`config.mk`:
```
export PLATFORM = sky130hd
export DESIGN_NAME = sclse_front
export DESIGN_NICKNAME = d
export VERILOG_FILES = /design/src/hw/rtl/sclse_pkg.sv /design/src/hw/rtl/sclse_front.sv
export SDC_FILE = /design/constraint.sdc
export NUM_CORES = 2
export LEC_CHECK = 0
export BUFFER_PORTS_ARGS = -buffer_cell sky130_fd_sc_hd__buf_4
export CORE_ASPECT_RATIO = 0.7
export CORE_UTILIZATION = 55
export CTS_CLUSTER_SIZE = 12
export DETAILED_ROUTE_END_ITERATION = 6
export PLACE_DENSITY = 0.72
export SYNTH_ARGS = -nofsm -noshare
export SYNTH_HDL_FRONTEND = slang
export SYNTH_SLANG_ARGS = --single-unit
```
`constraint.sdc`:
```
create_clock -name clk_i -period 20.4 [get_ports clk_i]
set_input_delay 2.04 -clock clk_i [delete_from_list [all_inputs] [get_ports clk_i]]
set_output_delay 2.04 -clock clk_i [all_outputs]
set_load 0.01 [all_outputs]
```
`src/hw/rtl/sclse_pkg.sv`:
```
// Shared types and constants for the sparse column log-sum-exp block.
`timescale 1ns / 1ps
`default_nettype none
package sclse_pkg;

  localparam int FRAC_BITS_DEF = 16;
  localparam int ACC_WIDTH_DEF = 64;

  // log2(e) and ln(2) in Q30.
  localparam logic [30:0] LOG2E_Q30 = 31'd1549082005;
  localparam logic [29:0] LN2_Q30   = 30'd744261118;
  localparam logic [31:0] ONE_Q30   = 32'd1073741824;

  typedef struct packed {
    logic signed [31:0] value;
    logic signed [31:0] offset;
    logic               last;
    logic               empty_column;
  } in_t;

  typedef struct packed {
    logic signed [31:0] sum_out;
    logic               minus_infinity;
  } out_t;

  // Coefficients of the 2^x polynomial in Q30, lowest order first.
  function automatic logic [31:0] exp_coef(input logic [2:0] idx);
    logic [31:0] c;
    case (idx)
      3'd0:    c = 32'd744261118;
      3'd1:    c = 32'd257941248;
      3'd2:    c = 32'd59596083;
      3'd3:    c = 32'd10327388;
      3'd4:    c = 32'd1431680;
      3'd5:    c = 32'd165394;
      default: c = 32'd0;
    endcase
    return c;
  endfunction

endpackage
`default_nettype wire

```
`src/hw/rtl/sclse_front.sv`:
```
// Front end: accepts entries and computes the exponential term of each.
`timescale 1ns / 1ps
`default_nettype none
module sclse_front import sclse_pkg::*; #(
  parameter int FRAC_BITS = FRAC_BITS_DEF,
  parameter int ACC_WIDTH = ACC_WIDTH_DEF
) (
  input  wire logic                   clk_i,
  input  wire logic                   rst_ni,
  input  wire logic                   push,
  output      logic                   full,
  input  wire in_t                    data_i,
  output      logic                   q_push_o,
  output      logic [ACC_WIDTH+32:0]  q_data_o,
  input  wire logic                   q_full_i
);

  localparam int TB = FRAC_BITS + 30;

  localparam logic [1:0] F_IDLE = 2'd0;
  localparam logic [1:0] F_MUL  = 2'd1;
  localparam logic [1:0] F_POLY = 2'd2;
  localparam logic [1:0] F_PUSH = 2'd3;

  logic [1:0]            state_q, state_d;
  logic signed [32:0]    d_q;
  logic signed [63:0]    t_q;
  logic [31:0]           p_q, p_d;
  logic [2:0]            cnt_q;
  logic [ACC_WIDTH-1:0]  term_d;
  logic signed [31:0]    off_q;
  logic                  close_q, empty_q;
  logic [29:0]           x;
  logic [61:0]           prod;
  logic signed [35:0]    sh;
  logic signed [35:0]    rsh;
  logic [ACC_WIDTH-1:0]  p_ext;

  assign x     = t_q[TB-1:FRAC_BITS];
  assign prod  = p_q * {2'b0, x};
  assign sh    = 36'(signed'(t_q[63:TB])) + 36'(FRAC_BITS) - 36'sd30;
  assign rsh   = -sh;
  assign p_ext = ACC_WIDTH'(p_q);
  assign full  = (state_q != F_IDLE);

  always_comb begin
    p_d = p_q;
    if (cnt_q == 3'd5) p_d = ONE_Q30 + 32'(prod[61:30]);
    else               p_d = exp_coef(3'd4 - cnt_q) + 32'(prod[61:30]);
  end

  // Scale the mantissa by 2^sh; a term too large for the accumulator saturates.
  always_comb begin
    if (empty_q) begin
      term_d = '0;
    end else if (sh >= 36'(ACC_WIDTH - 30)) begin
      term_d = '1;
    end else if (sh >= 0) begin
      term_d = p_ext << sh[5:0];
    end else if (rsh >= 36'sd31) begin
      term_d = '0;
    end else begin
      term_d = p_ext >> rsh[4:0];
    end
  end

  always_comb begin
    state_d = state_q;
    case (state_q)
      F_IDLE: if (push) state_d = data_i.empty_column ? F_PUSH : F_MUL;
      F_MUL:  state_d = F_POLY;
      F_POLY: if (cnt_q == 3'd5) state_d = F_PUSH;
      F_PUSH: if (!q_full_i) state_d = F_IDLE;
      default: state_d = F_IDLE;
    endcase
  end

  always_ff @(posedge clk_i or negedge rst_ni) begin
    if (!rst_ni) state_q <= F_IDLE;
    else         state_q <= state_d;
  end

  always_ff @(posedge clk_i) begin
    case (state_q)
      F_IDLE: begin
        d_q     <= 33'(data_i.value) - 33'(data_i.offset);
        off_q   <= data_i.offset;
        close_q <= data_i.last || data_i.empty_column;
        empty_q <= data_i.empty_column;
      end
      F_MUL: begin
        t_q   <= 64'(d_q) * 64'(signed'({1'b0, LOG2E_Q30}));
        p_q   <= exp_coef(3'd5);
        cnt_q <= 3'd0;
      end
      F_POLY: begin
        p_q   <= p_d;
        cnt_q <= cnt_q + 3'd1;
      end
      default: ;
    endcase
  end

  assign q_push_o = (state_q == F_PUSH);
  assign q_data_o = {term_d, off_q, close_q};

endmodule
`default_nettype wire

```
==> impl_results.md <==
- Status: finished clean
- Min Tclk post-route: roughly 11 ns
- Pre-antenna DRT Iters: 6
- Hold Slack: between 0.5 and 0.6 ns
- Core footprint: between 100000 and 150000 sq um
- Maximum number of pins on one net before global-route repair: ~70
- Post-DP HPWL: ~140000 um
- Unique masters post-synth: 83
- Clock sink count: ~150
- Final hold viol count: 0
- Crit-path max FO: 32
- Crit share post-route: roughly 55%
- Syn Nets: approximately 8800
- Most frequent CP cell: fa_1
- Final ANT Viol Nets: 0
- Clock Tree Root: clkbuf_16
- Place WS: 9.33 ns
- Die height: 284 um
- Syn Area/Cell: 9.20 sq um
- Met2 GRT Util: 45.1%
- Met3 Usage GRT: under 10%
- Share of cells above drive strength 1: 5.90%
- Cell Rows: approximately 100
- Final setup viols: 0
- Ys Warns: 0
- CTS resizes: 0
- Largest cells by area after synthesis: fa_1, ha_1, inv_1
- Setup Skew: just over 0.03 ns
- Worst Path Required: 20.63 ns
- Crit-path slowest cell: edfxtp_1
- Area growth, synth to finish: 5.24%
- Post-CTS setup buffer count: 0
- Critical setup path kind: flop to flop
- Skew-Pair Late Insertion Delay: a little over 0.5 ns
- Pin slew with the least headroom to its limit: approximately 1.2 ns
- Final WL: about 170000 um
- Die X: ~400 um
- Number of global-route vias before repair: 48863
- GRT Overall Usage: a little under a third
- Initial antenna violation count: 1
- Starting density of the core: a little under three fifths
- Yosys top cell area share: 41.6%
- First-pass GRT wire length: 276000 um
- Clock buffer depth: 2
- Critical Path Max Stage Delay: approximately 1.1 ns
- Wire length per cell: between 20 and 25 um
- CTS Buf Count: 17
- CP bufs+invs: 6
- Worst hold-check path type: flop to flop
- Synth Register Bits: 152
- Busiest metal layer after global routing: met1
- Slew Viols, Final: 0
- Max-cap violation count: 0
- Async set-or-reset flop fraction in the synthesized netlist: 1.32%
- Critical path endpoint category: flop
- Top cell type by total area after synthesis: fa_1
- CTS tree: built
- Post-CTS Hold Buffers: 0
- Worst Setup Slack, final: between 9 and 10 ns
- Post-Synthesis Cells: 6790
- Clk pin slew, worst setup/hold paths: approximately 0.070 ns
- Met1 Use GR: a little under half
- Vias: approximately 46000
- RSZ-0062 raised after global routing: no
- Total negative slack: 0 ns
- CP arrival: about 11 ns
- H-tree levels: 4
- Final nets: between 8000 and 9000
- Io pins: between 150 and 200
- Die ar.: between 100000 and 150000 sq um
- Post-synth EDFFs: 150
- Crit path launch type: flop
- Fmax: ~0.090 GHz
- Via density: roughly 5.6
- IO buf count: between 150 and 200
- # DRC: 0
- Max-slew headroom: about a fifth
- Post-synthesis sequential area ratio: under 10%
- Synthesized area: around 62000 sq um
- Drt initial violations: ~4400
- Grt ovf: 0
- GPL Wtd Cong: between 1 and 1.5
- Top_reg_cell synth: edfxtp_1
- Delay-heaviest family, CP: adder cells
-- registers in the layout, summed over array words and instances (netlist names) --
signal / count
p_q: 32
off_q: 32
empty_q: 1
state_q: 2
cnt_q: 3
t_q: 48
d_q: 33
close_q: 1
-- path summary, 6_finish.rpt --
kind	start	endpoint	slack, ns	cells after the start
worst max register to register	t_q[20]	p_q[30]	9.24	40
worst min register to register	state_q[1]	state_q[1]	0.57	2
max in group asynchronous	rst_ni	state_q[0]	18.98	1
worst min-delay path	state_q[1]	state_q[1]	0.57	2
worst max-delay path	t_q[20]	p_q[30]	9.24	40
min in group asynchronous	rst_ni	state_q[1]	1.32	1
-- synthesized netlist by cell type (11+ instances only) --
cell type	n
a31oi_1	37
nand3_1	68
mux2i_1	55
a211oi_1	30
xor2_1	44
xnor2_1	110
o22ai_1	14
o211ai_1	44
ha_1	686
buf_1	20
mux4_2	35
nand2b_1	27
clkbuf_1	295
mux2_2	26
and2_1	555
a21o_1	52
nor2_1	176
inv_1	1648
or3_1	13
nor3_1	42
o21a_1	36
a21boi_0	11
nor2b_1	31
or2_2	13
o21ai_0	173
nand2_1	708
o21bai_1	16
o31ai_1	14
nand4_1	20
a21oi_1	203
and3_1	12
fa_1	1299
edfxtp_1	150
-- cells by family (layout without fill, tap and decap cells) --
logic type                 Yosys count  after routing  synth area share (%)
AOI/OAI and AO/OA                  708            708                  7.17
xor gates and xnor gates           157            157                  2.27
adders and majority gates         1986           1986                  55.4
buffers and inverters             1967           1939                  11.8
DFF                                152            152                  7.29
muxes                              116            116                  2.61
other                                0              1                     0
and+or+nand+nor                   1704           1704                  13.4
-- cell usage in the layout (no fill, tap or decap), drive strengths merged, types with 110 or more instances in the layout --
cell | synthesis | routed
inv | 1648 | 1654
fa | 1299 | 1299
nand2 | 708 | 708
ha | 686 | 686
and2 | 556 | 556
buf | 23 | 258
a21oi | 203 | 203
nor2 | 176 | 176
o21ai | 174 | 174
edfxtp | 150 | 150
xnor2 | 110 | 110
-- routing by layer --
layer  vias to the layer above  part of all wire, %
met1                     23184                   43
li1                      20626                    -
met4                         0                  2.1
met2                      2291                   42
met5                         -                    0
met3                       259                   12
-- stage by stage --
step / utilization [%] / area, sq um / cells
finish: 58.3 / 65700 / 8285
global route: 58.3 / 65700 / 8284
CTS: 58.3 / 65700 / 8284
detailed placement: 57.9 / 65200 / 8252
global placement: 57.9 / 65200 / 8252
floorplan: - / 62400 / 6790
-- layout make-up --
class	count	area [sq um]
Multi-Input combinational cell	4671	50600
Fill cell	9793	46900
Inverter	1649	6190
Sequential cell	152	4550
Timing Repair Buffer	258	1940
Tap cell	1522	1900
Clock buffer	18	429
Clock inverter	14	114
Antenna cell	1	2.50
-- tightest hold or removal path, stage by stage (launching register included) --
cell	delay (ns)
dfrtp_1	0.40
nand2_1	0.06
o21ai_0	0.07
Power is left out: the tool's default activity adds up to more than one toggle a clock period on the data nets, which glitch-free logic cannot reach.
