### config.mk
export PLATFORM = sky130hd
export DESIGN_NAME = sclse_back
export DESIGN_NICKNAME = d
export VERILOG_FILES = /design/src/hw/rtl/sclse_pkg.sv /design/src/hw/rtl/sclse_back.sv
export SDC_FILE = /design/constraint.sdc
export NUM_CORES = 2
export LEC_CHECK = 0
export BUFFER_PORTS_ARGS = -buffer_cell sky130_fd_sc_hd__clkbuf_2
export CORE_UTILIZATION = 54
export CTS_CLUSTER_DIAMETER = 120
export CTS_CLUSTER_SIZE = 12
export DETAILED_ROUTE_END_ITERATION = 16
export PLACE_DENSITY = 0.7
export SLEW_MARGIN = 10
export SYNTH_ARGS = -nofsm -noshare
export SYNTH_HDL_FRONTEND = slang
export SYNTH_SLANG_ARGS = --single-unit
### constraint.sdc
create_clock -name clk_i -period 16.2 [get_ports clk_i]
set_input_delay 4.86 -clock clk_i [delete_from_list [all_inputs] [get_ports clk_i]]
set_output_delay 4.86 -clock clk_i [all_outputs]
set_load 0.01 [all_outputs]
### src/hw/rtl/sclse_pkg.sv
// Shared types and constants for the sparse column log-sum-exp block.
`timescale 1ns / 1ps
`default_nettype none
package sclse_pkg;

  localparam int FRAC_BITS_DEF = 16;
  localparam int ACC_WIDTH_DEF = 64;

  // log2(e) and ln(2) in Q30.
  localparam logic [30:0] LOG2E_Q30 = 31'd1549082005;
  localparam logic [29:0] LN2_Q30   = 30'd744261118;
  localparam logic [31:0] ONE_Q30   = 32'd1073741824;

  typedef struct packed {
    logic signed [31:0] value;
    logic signed [31:0] offset;
    logic               last;
    logic               empty_column;
  } in_t;

  typedef struct packed {
    logic signed [31:0] sum_out;
    logic               minus_infinity;
  } out_t;

  // Coefficients of the 2^x polynomial in Q30, lowest order first.
  function automatic logic [31:0] exp_coef(input logic [2:0] idx);
    logic [31:0] c;
    case (idx)
      3'd0:    c = 32'd744261118;
      3'd1:    c = 32'd257941248;
      3'd2:    c = 32'd59596083;
      3'd3:    c = 32'd10327388;
      3'd4:    c = 32'd1431680;
      3'd5:    c = 32'd165394;
      default: c = 32'd0;
    endcase
    return c;
  endfunction

endpackage
`default_nettype wire

### src/hw/rtl/sclse_back.sv
// Back end: accumulates terms and computes the closing logarithm.
`timescale 1ns / 1ps
`default_nettype none
module sclse_back import sclse_pkg::*; #(
  parameter int FRAC_BITS = FRAC_BITS_DEF,
  parameter int ACC_WIDTH = ACC_WIDTH_DEF
) (
  input  wire logic                  clk_i,
  input  wire logic                  rst_ni,
  input  wire logic                  q_empty_i,
  input  wire logic [ACC_WIDTH+32:0] q_data_i,
  output      logic                  q_pop_o,
  output      logic                  empty,
  input  wire logic                  pop,
  output      out_t                  data_o
);

  localparam int S = 30 - FRAC_BITS;

  localparam logic [2:0] B_IDLE = 3'd0;
  localparam logic [2:0] B_CHK  = 3'd1;
  localparam logic [2:0] B_NORM = 3'd2;
  localparam logic [2:0] B_SQ   = 3'd3;
  localparam logic [2:0] B_MUL  = 3'd4;
  localparam logic [2:0] B_ADD  = 3'd5;
  localparam logic [2:0] B_RND  = 3'd6;
  localparam logic [2:0] B_OUT  = 3'd7;

  logic [2:0]            state_q;
  logic [ACC_WIDTH-1:0]  acc_q, z_q, term, sat_sum;
  logic [ACC_WIDTH:0]    raw_sum;
  logic signed [31:0]    off_in, off_q;
  logic                  close_in;
  logic [6:0]            m_q;
  logic [30:0]           zm_q;
  logic [29:0]           frac_q;
  logic [4:0]            cnt_q;
  logic [61:0]           sq;
  logic [31:0]           sq_hi;
  logic signed [39:0]    mi_q, lq_q, ln_q, ln_d;
  logic [29:0]           pf_q;
  logic [59:0]           pf_prod;
  logic [39:0]           mag;
  logic signed [40:0]    r;
  out_t                  res_q, out_q, out_d;
  logic                  valid_q, out_free;

  assign {term, off_in, close_in} = q_data_i;
  assign raw_sum  = {1'b0, acc_q} + {1'b0, term};
  assign sat_sum  = raw_sum[ACC_WIDTH] ? '1 : raw_sum[ACC_WIDTH-1:0];
  assign q_pop_o  = (state_q == B_IDLE) && !q_empty_i;
  assign sq       = zm_q * zm_q;
  assign sq_hi    = sq[61:30];
  assign pf_prod  = frac_q * LN2_Q30;
  assign mag      = lq_q[39] ? 40'(-lq_q) : 40'(lq_q);
  assign ln_d     = lq_q[39] ? -40'((mag + 40'(1 << (S - 1))) >> S)
                             :  40'((mag + 40'(1 << (S - 1))) >> S);
  assign r        = 41'(ln_q) + 41'(off_q);
  assign out_free = !valid_q || pop;
  assign empty    = !valid_q;
  assign data_o   = out_q;

  // Final result with the offset added and the value saturated.
  always_comb begin
    out_d = res_q;
    if (!res_q.minus_infinity) begin
      if (r > 41'sd2147483647)       out_d.sum_out = 32'sh7fffffff;
      else if (r < -41'sd2147483648) out_d.sum_out = 32'sh80000000;
      else                           out_d.sum_out = r[31:0];
    end
  end

  always_ff @(posedge clk_i or negedge rst_ni) begin
    if (!rst_ni) begin
      state_q <= B_IDLE;
      acc_q   <= '0;
      valid_q <= 1'b0;
    end else begin
      if (state_q == B_OUT && out_free) valid_q <= 1'b1;
      else if (pop && valid_q)          valid_q <= 1'b0;
      case (state_q)
        B_IDLE: if (!q_empty_i) begin
          acc_q <= close_in ? '0 : sat_sum;
          if (close_in) state_q <= B_CHK;
        end
        B_CHK:  state_q <= (z_q == '0) ? B_OUT : B_NORM;
        B_NORM: if (z_q[ACC_WIDTH-1]) state_q <= B_SQ;
        B_SQ:   if (cnt_q == 5'd29) state_q <= B_MUL;
        B_MUL:  state_q <= B_ADD;
        B_ADD:  state_q <= B_RND;
        B_RND:  state_q <= B_OUT;
        B_OUT:  if (out_free) state_q <= B_IDLE;
        default: state_q <= B_IDLE;
      endcase
    end
  end

  always_ff @(posedge clk_i) begin
    case (state_q)
      B_IDLE: begin
        z_q   <= sat_sum;
        off_q <= off_in;
        m_q   <= 7'(ACC_WIDTH - 1);
      end
      B_CHK: begin
        res_q.sum_out        <= '0;
        res_q.minus_infinity <= 1'b1;
      end
      B_NORM: begin
        if (z_q[ACC_WIDTH-1]) begin
          zm_q   <= z_q[ACC_WIDTH-1:ACC_WIDTH-31];
          frac_q <= '0;
          cnt_q  <= '0;
        end else begin
          z_q <= z_q << 1;
          m_q <= m_q - 7'd1;
        end
      end
      B_SQ: begin
        cnt_q <= cnt_q + 5'd1;
        if (sq_hi[31]) begin
          zm_q <= sq_hi[31:1];
          frac_q[5'd29 - cnt_q] <= 1'b1;
        end else begin
          zm_q <= sq_hi[30:0];
        end
      end
      B_MUL: begin
        pf_q <= pf_prod[59:30];
        mi_q <= 40'(signed'({1'b0, m_q}) - 8'(FRAC_BITS)) * 40'(signed'({1'b0, LN2_Q30}));
      end
      B_ADD: lq_q <= mi_q + 40'(pf_q);
      B_RND: begin
        ln_q <= ln_d;
        res_q.minus_infinity <= 1'b0;
      end
      default: ;
    endcase
    if (state_q == B_OUT && out_free) out_q <= out_d;
  end

endmodule
`default_nettype wire

==> flow_summary.rst <==
.. list-table::
   :header-rows: 1

   * - Metric
     - Value
   * - Status
     - completed
   * - Post-route setup TNS
     - 0 ns
   * - Post-synthesis cell type with the largest combined area
     - sky130_fd_sc_hd__fa_1
   * - Largest fanout on the critical path
     - 30
   * - Commonest cells post-synth
     - sky130_fd_sc_hd__inv_1 (1,749), sky130_fd_sc_hd__fa_1 (1,152), sky130_fd_sc_hd__ha_1 (826)
   * - Routed WL per cell
     - 19.2 um
   * - Shortest clock period the worst path allows after layout
     - 11.28 ns
   * - Via count of the routed design
     - 50,600
   * - Per-instance average area after synthesis
     - 9.58 um^2
   * - Fmax
     - 0.0886 GHz
   * - Standard-cell row count
     - 132
   * - Post-DP Area
     - 73,100 um^2
   * - Overflow left after global routing
     - 0
   * - CP Data Required Time
     - 16.41 ns
   * - Unrepaired setup endpoints after global routing
     - false
   * - Clock tree from TritonCTS
     - built
   * - Transition at the pin with the smallest max-transition slack
     - 1.16 ns
   * - First-pass GRT wire length
     - 284,000 um
   * - Clk buf depth
     - 3
   * - Wire length after detailed routing
     - 176,000 um
   * - Clock transition time at the flip-flop clock pins of the worst setup and hold paths
     - 0.07 ns
   * - Antenna violation net count after detailed routing
     - 0
   * - Clock latency of the later-clocked register in the worst-skew pair
     - 0.59 ns
   * - DR DRC count
     - 0
   * - Critical Path End Type
     - flip-flop
   * - Count of state elements after synthesis
     - 419
   * - Tightest Hold Check Type
     - reg -> reg
   * - Most used flip-flop cell after synthesis
     - sky130_fd_sc_hd__edfxtp_1
   * - CTS sink count
     - 419
   * - Finished Cell Area
     - 74,200 um^2
   * - Number of hold buffers added after cts
     - 0
   * - Initial antenna violation count
     - 14
   * - Peak per-stage delay on the critical path
     - 0.89 ns
   * - Die W
     - 363 um
   * - Slowest CP cell
     - sky130_fd_sc_hd__xnor2_2
   * - Io pins
     - 136
   * - Crit path top cell by count
     - sky130_fd_sc_hd__fa_1
   * - Via count of the first global-routing pass
     - 52,600
   * - Synthesized cell area
     - 70,400 um^2
   * - Core ar.
     - 129,000 um^2
   * - GRT Util Overall
     - 27.3%
   * - Initial Utilization
     - 54.4%
   * - Number of failing setup endpoints in the final timing report
     - 0
   * - Count of cell types in the netlist
     - 87
   * - Hold Fails Final Rpt
     - 0
   * - Weighted congestion at the end of routability-driven global placement
     - 0.937
   * - Count of mapped cells out of synthesis
     - 7,352
   * - Number of CTS-inserted buffers
     - 40
   * - Worst hold-check slack
     - 0.467 ns
   * - WS Path Type
     - reg -> reg
   * - Slew margin rel.
     - 21.7%
   * - Cell with the most instances after synthesis
     - sky130_fd_sc_hd__inv_1
   * - Skew final
     - 0.0424 ns
   * - Iteration count of the initial detailed-routing pass
     - 6
   * - P&R area growth vs syn
     - 5.45%
   * - CTS Root Buffer Type
     - sky130_fd_sc_hd__clkbuf_16
   * - Max Cap Viol
     - 0
   * - H-tree depth reported by CTS
     - 2
   * - Pins Over Slew Limit
     - 0
   * - Per-cell via count in the routed design
     - 5.53
   * - Net total in the final layout
     - 9,462
   * - Post-CTS sizing
     - 0
   * - Die Area
     - 132,000 um^2
   * - Type of element launching the critical path
     - flip-flop
   * - FFs w/ async S/R, synth
     - 16.2%
   * - Crit share post-route
     - 69.7%
   * - Sequential fraction of the synthesis area
     - 17.4%
   * - Setup fix buffers added after clock tree synthesis
     - 0
   * - Arr. time, crit path
     - 11.49 ns
   * - Top cell type's share of synthesized area
     - 32.8%
   * - Half-perimeter wire length of the detailed placement result
     - 141,000 um
   * - Pin count of the biggest net entering global routing
     - 74
   * - Count of input and output buffers
     - 135
   * - Height of the die
     - 363 um
   * - Layout cells sized above 1
     - 4.28%
   * - Total nets after synthesis
     - 9,431
   * - DRC violation total after the first TritonRoute iteration
     - 4,075
   * - Yosys warns
     - 0
   * - Number of flops mapped to enable cells by yosys
     - 351
   * - Most area-consuming cells after synthesis
     - sky130_fd_sc_hd__fa_1 (33%), sky130_fd_sc_hd__edfxtp_1 (15%), sky130_fd_sc_hd__ha_1 (15%)
through the flow:
step | utilization [%] | setup slack [ns] | instances
2_1_floorplan | - | 6.08 | 7352
3_3_place_gp | 56.4 | 5.24 | 9083
3_5_place_dp | 56.4 | 5.01 | 9083
4_1_cts | 57.3 | 4.97 | 9152
5_1_grt | 57.3 | 4.17 | 9159
6_report | 57.3 | 4.92 | 9161
state kept, by name (all words and copies together) (netlist names):
register	count
acc_q	64
z_q	64
ln_q	40
lq_q	40
mi_q	38
data_o	33
off_q	32
zm_q	31
frac_q	30
pf_q	30
m_q	7
cnt_q	5
state_q	3
out_d	1
valid_q	1
cells by family (layout without fill, tap and decap cells):
family | count (synthesis) | in the layout | synth area share (%)
compound gates | 1175 | 1175 | 10.4
flops | 419 | 419 | 17.4
other cells | 0 | 9 | 0
simple gates | 1478 | 1478 | 10.1
buf+inv | 1968 | 2026 | 10.5
fa+ha+maj | 1978 | 1978 | 47.4
mux | 16 | 16 | 0.233
xor+xnor | 318 | 318 | 3.97
placed cells by master (no fill, tap or decap), drive strengths merged, types with 15 or more instances in the layout:
cell type	n
or2	23
nor2b	47
o211ai	15
o21bai	31
inv	1750
nand2	512
dfrtp	68
nor4	34
edfxtp	351
nor3	57
a21oi	455
nor2	348
a31oi	34
a21o	171
clkbuf	201
fa	1152
buf	68
a211o	23
and2	201
o21a	41
o31ai	22
nand4	54
xnor2	184
o21ai	230
ha	826
or3	20
xor2	134
nand3	61
nand2b	43
and3	41
routing by layer:
layer / up-vias / wire length, um / share of wire [%] / GRT usage (%)
met5: - / 58 / 0.033 / 0
met4: 10 / 4290 / 2.4 / 6.55
met3: 271 / 12800 / 7.3 / 4.31
met2: 1586 / 82500 / 47 / 44.6
met1: 25300 / 76000 / 43 / 38.1
li1: 23500 / - / - / -
critical path: cells and delay by family (launching register included):
family | cells | cell delay [ns]
fa+ha+maj | 9 | 4.44
simple gates | 9 | 1.99
buf+inv | 9 | 1.67
compound gates | 4 | 1.55
xor+xnor | 1 | 0.89
flops | 1 | 0.32
final cells by class:
type,instances,area (um^2)
clock inverters,2,46.3
well taps,1742,2180
multi-input cells,4965,50900
flip-flops and latches,419,12200
repair buffers,202,1180
inverters,1755,6590
fillers,11300,55200
clock buffers,67,1120
diodes,9,22.5
worst paths after layout:
check                      startpoint          to  slack (ns)  cells after the start
max reg2reg                   zm_q[6]  frac_q[29]        4.92                     32
min reg2reg                   pf_q[0]     lq_q[0]        0.47                      0
max in group asynchronous      rst_ni  state_q[0]       11.16                      1
min in group asynchronous      rst_ni   acc_q[20]        4.41                      1
max                           zm_q[6]  frac_q[29]        4.92                     32
min                           pf_q[0]     lq_q[0]        0.47                      0
Power is not shown: default switching activity piles up to over one toggle a cycle in this logic, so the estimate is an artifact.
