--- config.mk ---
export PLATFORM = sky130hd
export DESIGN_NAME = sclse_fifo
export DESIGN_NICKNAME = d
export VERILOG_FILES = /design/src/hw/rtl/sclse_fifo.sv
export SDC_FILE = /design/constraint.sdc
export NUM_CORES = 1
export LEC_CHECK = 0
export ABC_AREA = 1
export BUFFER_PORTS_ARGS = -buffer_cell sky130_fd_sc_hd__buf_2
export CAP_MARGIN = 15
export CORE_AREA = 2 2 49 51
export CTS_CLUSTER_SIZE = 25
export DETAILED_ROUTE_END_ITERATION = 8
export DIE_AREA = 0 0 51 53
export GPL_ROUTABILITY_DRIVEN = 0
export MAX_ROUTING_LAYER = met4
export PLACE_DENSITY = 0.61
export SLEW_MARGIN = 20
export SYNTH_ARGS = -nofsm -noshare
export SYNTH_HDL_FRONTEND = slang
export SYNTH_SLANG_ARGS = --single-unit
--- constraint.sdc ---
create_clock -name clk_i -period 1.6 [get_ports clk_i]
set_input_delay 0.24 -clock clk_i [delete_from_list [all_inputs] [get_ports clk_i]]
set_output_delay 0.24 -clock clk_i [all_outputs]
set_load 0.01 [all_outputs]
--- src/hw/rtl/sclse_fifo.sv ---
// Two-entry register queue between the front and the back.
`timescale 1ns / 1ps
`default_nettype none
module sclse_fifo #(
  parameter int WIDTH = 8
) (
  input  wire logic             clk_i,
  input  wire logic             rst_ni,
  input  wire logic             push_i,
  input  wire logic [WIDTH-1:0] wdata_i,
  output      logic             full_o,
  input  wire logic             pop_i,
  output      logic             empty_o,
  output      logic [WIDTH-1:0] rdata_o
);

  logic [WIDTH-1:0] mem_q [2];
  logic             wptr_q, rptr_q;
  logic [1:0]       cnt_q;
  logic             do_push, do_pop;

  assign full_o  = (cnt_q == 2'd2);
  assign empty_o = (cnt_q == 2'd0);
  assign rdata_o = mem_q[rptr_q];
  assign do_push = push_i && !full_o;
  assign do_pop  = pop_i && !empty_o;

  always_ff @(posedge clk_i or negedge rst_ni) begin
    if (!rst_ni) begin
      wptr_q <= 1'b0;
      rptr_q <= 1'b0;
      cnt_q  <= 2'd0;
    end else begin
      if (do_push) wptr_q <= ~wptr_q;
      if (do_pop)  rptr_q <= ~rptr_q;
      cnt_q <= cnt_q + {1'b0, do_push} - {1'b0, do_pop};
    end
  end

  always_ff @(posedge clk_i) begin
    if (do_push) mem_q[wptr_q] <= wdata_i;
  end

endmodule
`default_nettype wire

==> results.md, run 1 <==
- Global routing finished with a remaining overflow of 0.
- CTS built an H-tree with a depth of 1.
- The number of distinct library cells after synthesis is 12.
- In the final layout, the multi-input gates occupy 193 µm².
- For this configuration, the core starts out at a cell density of 0.387.
- Clock-pin slew was measured on the worst setup and hold paths at 100 ps.
- The count of final hold-check violations is 0.
- The number of enable-type register cells in the synthesized netlist is 16.
- The power density of the placed cells is 1670 nW/µm².
- In this run the vertical extent of the chip is 53 µm.
- The post-synthesis area per instance is 11.1 µm².
- The proportion of synthesized chip area in sequential cells is 0.699.
- The number of instances in the synthesized netlist is 75.
- For this run, the number of Yosys warnings is 0.
- The final count of pins violating max slew is 0.
- The HPWL after detailed placement is 999 µm.
- TritonCTS built the clock tree.
- The register-to-register path setup slack is 230 ps.
- After the first detailed-routing iteration, the DRC count stood at 5.
- Once placement finished, the instance area stood at 967 µm².
- The hold slack is 131 ps.
- The class of the most critical hold timing path is primary input to flop.
- In the routed design, unresolved DRC markers number 0.
- The max-slew headroom at the worst pin is 0.778.
- Row generation in the floorplan step produced 17 rows.
- Of the available clock period, the critical path in the final layout requires 0.890.
- For this run, the detailed router's first-pass iteration total came to 4.
- The initial antenna violation count is 0.
- In the final routed layout, each cell accounts on average for 10.1 µm.
- The repair_antennas step left the layout with diodes totalling 0.
- In this run the clock root is driven by a clkbuf_4.
- For this run, the number of standard cells in the final layout without fillers is 129.
- The remaining number of nets flagged by the antenna check after routing is 0.
- The CTS buffer count is 3.
- The leading area contributor after synthesis is edfxtp_1.
- Across every metal layer, demand over resource in global routing totals 0.115.
- The commonest cells after synthesis are 35 x nand2_1, 16 x edfxtp_1, 9 x inv_1.
- The first global-routing pass estimated 2100 µm of wire.
- In this run the worst path has a maximum fanout of 10.
- In this run the horizontal extent of the chip is 51 µm.
- Of the post-synthesis cell area, the dominant cell type holds 0.578.
- Counting instances, the worst hold path has a depth of 1.
- IR analysis of the VDD net gives a maximum drop of 781 µV.
- STA classifies the critical path endpoint as a primary output.
- The via count of the first global-routing pass is 514.
- Setup repair after global routing left no endpoint under its margin.
- The final layout contains routed wiring with a total length of 1300 µm.
- The cell area after technology mapping is 831 µm².
- The share of synthesized flip-flops with an asynchronous set or reset is 0.200.
- The detailed-route vias per instance is 4.26.
- Counting tap cells, the placed design contains a total of 124 instances.
- The startpoint type of the worst setup path is a flop.
- The boundary pin count is 22.
- Input and output buffers added on the ports amount to 21.
- The number of fill cells in the layout is 208.
- The finished layout cell area is 1000 µm².
- Relative to the synthesized area, the layout overhead comes to 20.9%.
- Once the clock tree was built, the setup fixing pass inserted 0 buffers.
- The setup violation total in the final timing report is 0.
- The required time of the critical path is 1360 ps.
- The die covers 2700 µm².
- The via count of the routed design is 550.
- Synthesis inferred 20 register bits.
- The post-synthesis net count is 89.
- The run finished with clean final reports.
- By area the synthesized netlist is led by edfxtp_1 58%, nand2_1 16%, dfrtp_1 12%, inv_1 4.1%, ha_1 3.0%.
- The maximum frequency from static timing analysis is 0.702 GHz.
- The sequential cell area is 582 µm².
- The number of max-cap violations is 0.
- The source-to-sink clock delay at the later pin of the worst-skew pair is 290 ps.
- For this design, the sink count on the clock tree is 20.
- Entering global routing, the biggest net connects 12 pins.
- The final layout contains 116 nets.
- The core region area is 2150 µm².
- The fraction of layout cells with a size suffix above 1 is 0.307.
- At the pin with the least slew margin, the transition time is 332 ps.
- The leakage power total is 0.499 nW.
- The start-to-end type of the worst setup path is flop to primary output.
- For the final routed database, the setup TNS stands at 0 ps.
- The final cell utilization of the core is 0.468.
- Counting along the longest clock path gives a buffer depth of 2.
- Yosys instantiated no cell more often than nand2_1.
- The clock period could shrink to 1420 ps.
- The largest clock skew in the final design is 2.84 ps.
- In the synthesized netlist the dominant register cell turns out to be edfxtp_1.
- The number of cells on the worst reg-to-reg path is 9.
- The arrival time at the worst endpoint is 1180 ps.
[layout make-up]
type,instances,share of cell area
well taps,28,0.0349
clock buffers,4,0.0262
multi-input cells,43,0.192
inverters,11,0.0461
repair buffers,23,0.122
flip-flops and latches,20,0.579
[per-stage QoR]
step / setup WS (ps) / power [mW]
after floorplan: 298 / 1.25
final: 176 / 1.68
after global placement: 268 / 1.45
after global routing: 75.1 / 1.84
after CTS: 134 / 1.72
after detailed placement: 226 / 1.48
[sequential cells by signal, summed over array words and instances, names as in the netlist]
signal / cells
cnt_q: 2
wptr_q: 1
rptr_q: 1
mem_q: 16
[cell usage in the layout, fill, tap and decap left out]
cell           count
buf_2             21
buf_4              1
clkbuf_1           1
clkbuf_4           3
clkinv_4           1
dfrtp_1            3
dfrtp_2            1
dlygate4sd3_1      1
edfxtp_1          16
ha_1               2
inv_1              9
inv_2              1
nand2_1           35
nand2_2            2
nand3_1            2
nand3_2            1
nor2_1             1
[timing repair]
item | 4_1_cts | 5_1_grt
endpoints found under the hold margin | 4 | 0
hold buffers | 1 | 0
endpoints found under the setup margin | 6 | 0
gates resized for setup | 1 | 0
[report_power, final]
group	internal, mW	switching [mW]	total, mW
Clock	0.0969	0.139	0.236
Combinational	0.243	0.387	0.630
Sequential	0.726	0.0895	0.815
[cell families after synthesis]
logic type                 share of synthesized area
DFF                                            0.699
adders and majority gates                     0.0301
buffers and inverters                         0.0693
and+or+nand+nor                                0.202
[routing by layer]
metal  global-route usage  routed length, µm
met1                0.126                551
met5                    -                  0
met2                0.199                667
met4               0.0676                 21
met3               0.0169                 62
[critical path: stages (launching register included)]
cell	delay, ps
dfrtp_2	510
clkinv_4	130
nand2_1	80
nand2_1	50
buf_2	130
[worst paths after layout]
path / start / end
worst min-delay path: wdata_i[0] / mem_q[0][0]$_DFFE_PP_
worst max-delay path: rptr_q$_DFFE_PN0P_ / rdata_o[3]
max in group asynchronous: rst_ni / rptr_q$_DFFE_PN0P_
min in group asynchronous: rst_ni / wptr_q$_DFFE_PN0P_
worst min register to register: wptr_q$_DFFE_PN0P_ / wptr_q$_DFFE_PN0P_
worst max register to register: cnt_q[1]$_DFF_PN0_ / cnt_q[1]$_DFF_PN0_
Power figures use the tool's default switching activity.
==> inputs of run 2 (changes only) <==
--- a/config.mk
+++ b/config.mk
@@ -9,6 +9,7 @@
 export BUFFER_PORTS_ARGS = -buffer_cell sky130_fd_sc_hd__buf_2
 export CAP_MARGIN = 15
 export CORE_AREA = 2 2 49 51
+export CTS_BUF_LIST = sky130_fd_sc_hd__clkbuf_4 sky130_fd_sc_hd__clkbuf_8 sky130_fd_sc_hd__clkbuf_16
 export CTS_CLUSTER_SIZE = 25
 export DETAILED_ROUTE_END_ITERATION = 8
 export DIE_AREA = 0 0 51 53
==> constraint.sdc (replaced) <==
create_clock -name clk_i -period 1.5 [get_ports clk_i]
set_input_delay 0.225 -clock clk_i [delete_from_list [all_inputs] [get_ports clk_i]]
set_output_delay 0.225 -clock clk_i [all_outputs]
set_load 0.01 [all_outputs]
==> results.md, run 2 (synthesis results as in run 1) <==
- The highest-utilization routing layer at the global route stage is met2.
- The number of search-and-repair iterations in the first detailed-routing pass is 4 (unchanged).
- The routed wire length per instance is 10.2 µm (+1.1%).
- The largest registers in the layout are mem_q (16), cnt_q (2).
- The met1 track utilization from global routing came to 0.132 (+0.00549).
- The count of inserted antenna diode cells is 0 (unchanged).
- The power after layout is 1.88 mW (+12%).
- The final count of pins violating max slew came to 0 (unchanged).
- The area growth from synthesis to layout is 23.8%.
- Leaving out fill and tap cells, the most frequent cell in the layout is nand2_1.
- The via count of the first global-routing pass is 514 (unchanged).
- The pin count of the biggest net entering global routing is 12 (unchanged).
- The H-tree depth reported by CTS is 1 (unchanged).
- The worst setup path is launched from a flop.
- The met3 track utilization from global routing is 0.0169 (unchanged).
- The source-to-sink clock delay at the later pin of the worst-skew pair is 290 ps (about the same).
- The total global routing overflow is 0 (unchanged).
- The initial detailed-routing violation count is 5 (unchanged).
- The post-DP HPWL is 999 µm (unchanged).
- The count of buffers inserted at the top-level ports is 21 (unchanged).
- The maximum frequency from static timing analysis is 0.717 GHz.
- The deepest clock path buffer count came to 2 (unchanged).
- The number of cells on the worst reg-to-reg path is 9 (unchanged).
- The aggregate negative setup slack is 0 ps (unchanged).
- The initial antenna violation count is 0 (unchanged).
- The worst setup path is captured at a primary output.
- Of the available clock period, the critical path in the final layout requires 0.930.
- The largest stage delay on the critical path was 500 ps (about the same).
- The flip-flop count of the largest register after layout came to 16 (unchanged).
- The count of final hold-check violations is 0 (unchanged).
- More flip-flops sit in one register than any other, and that register is mem_q.
- The leakage power total came to 0.511 nW (+2.4%).
- The overall global routing resource usage is 0.116 (+0.000631).
- The maximum fanout along the worst path was 6 (-4).
- The setup violation total in the final timing report was 0 (unchanged).
- The class of the most critical hold timing path is primary input to flop.
- The standard cell with the maximum stage delay on the critical path is dfrtp_2.
- The met2 track utilization from global routing is 0.195 (-0.00433).
- The required time of the critical path is 1270 ps (-90 ps).
- The remaining routing DRC violations is 0 (unchanged).
- The number of cells traversed by the worst hold path is 1 (unchanged).
- The die span in y is 53 µm (unchanged).
- The via count of the routed design came to 556 (+1.1%).
- Setup repair after global routing left no endpoint under its margin.
- The remaining number of nets flagged by the antenna check after routing is 0 (unchanged).
- The number of fill cells in the layout is 209 (+0.48%).
- The TritonCTS clock tree is yes.
- The TritonCTS sink count was 20 (unchanged).
- The detailed-route vias per instance is 4.28 (+0.31%).
- Clock tree synthesis selected as its root buffer the cell clkbuf_4.
- The CTS buffer count was 3 (unchanged).
- The peak supply drop is 842 µV (+7.9%).
- The largest clock skew in the final design is 3.01 ps (+0.169 ps).
- The worst path in the final design needs a cycle of 1400 ps, including I/O delays and setup.
- The flow ran to the end, and the final reports show no timing, DRC or antenna violations.
- The width of the die is 51 µm (unchanged).
- The power density of the placed cells came to 1830 nW/µm² (+9.2%).
- The site row count is 17 (unchanged).
- The number of max-cap violations is 0 (unchanged).
- The floorplan die area is 2700 µm² (unchanged).
- The post-layout net count was 117 (+0.86%).
- The final cell utilization of the core came to 0.479 (+0.0111).
- The total routed wirelength is 1330 µm (+1.9%).
- The max-slew headroom at the worst pin was 0.781 (+0.00297).
- Traced cell by cell, the critical path runs through buf_12, nand2_1, nand2_1, buf_2.
- The clock edge transition at the registers on the reported setup and hold paths is 100 ps (about the same).
- The first-pass GRT wire length is 2120 µm (+0.67%).
- The fraction of layout cells with a size suffix above 1 came to 0.333 (+0.0264).
- Counting stages on the worst path, the most repeated cell is nand2_1.
- The core region area is 2150 µm² (unchanged).
- The worst setup path is of the flop to primary output kind.
- In the layout the commonest cells are 35 x nand2_1, 21 x buf_2, 16 x edfxtp_1, 8 x inv_1, 4 x clkbuf_4.
- The arrival time at the worst endpoint is 1170 ps (about the same).
- The initial core utilization is 0.387 (unchanged).
- The transition time of the tightest slew-check pin came to 328 ps (-4.45 ps).
- The boundary pin count is 22 (unchanged).
-- run 2: cell types whose count changed in the layout (fill, tap and decap cells not counted), sizes merged --
| cell | before | now |
|---|---|---|
| buf | 22 | 23 |
-- run 2: path summary, 6_finish.rpt --
path / from / endpoint / slack [ps]
setup / recovery: rptr_q$_DFFE_PN0P_ / rdata_o[6] / 100
hold / removal: wdata_i[0] / mem_q[0][0]$_DFFE_PP_ / 120
setup reg to reg: cnt_q[0]$_DFF_PN0_ / cnt_q[1]$_DFF_PN0_ / 140
hold reg to reg: wptr_q$_DFFE_PN0P_ / wptr_q$_DFFE_PN0P_ / 500
max in group asynchronous: rst_ni / rptr_q$_DFFE_PN0P_ / 1110
min in group asynchronous: rst_ni / wptr_q$_DFFE_PN0P_ / 260
-- run 2: cell type report --
type / count / area (µm²) / share of cell area
Sequential cell: 20 / 582 / 0.566
Multi-Input combinational cell: 43 / 193 / 0.187
Timing Repair Buffer: 24 / 143 / 0.139
Inverter: 11 / 46.3 / 0.0450
Tap cell: 28 / 35.0 / 0.0341
Clock buffer: 4 / 30.0 / 0.0292
-- run 2: what timing repair did --
action / 4_1_cts / 5_1_grt
gates resized for setup: 1 / 1
setup endpoints to repair: 8 / 4
hold buffers: 1 / 0
hold endpoints to repair: 4 / 0
buffers inserted: 0 / 1
-- run 2: report_power, final --
group | switching, mW | internal, mW
Clock | 0.149 | 0.121
Combinational | 0.433 | 0.309
Sequential | 0.0927 | 0.774
Total | 0.675 | 1.20
-- run 2: worst max-delay path, delay by kind of cell (launching register included) --
| kind | cells | cell delay [ps] |
|---|---|---|
| buf+inv | 2 | 290 |
| flops | 1 | 500 |
| simple gates | 2 | 90 |
-- run 2: per-stage QoR --
| step | setup WS, ps | hold slack [ps] | instances | area [µm²] |
|---|---|---|---|---|
| after detailed placement | 126 | 39.1 | 124 | 967 |
| final | 105 | 116 | 130 | 1030 |
| after global placement | 168 | 37.6 | 124 | 967 |
| after floorplan | 198 | -70.6 | 75 | 831 |
| after global routing | 11.7 | 94.7 | 130 | 1030 |
| after CTS | 49.3 | 110 | 129 | 1010 |
-- run 2: routing by layer --
layer / part of all wire / wire length (µm)
met1: 0.43 / 572
met2: 0.51 / 675
met3: 0.043 / 57
met4: 0.016 / 21
met5: 0 / 0
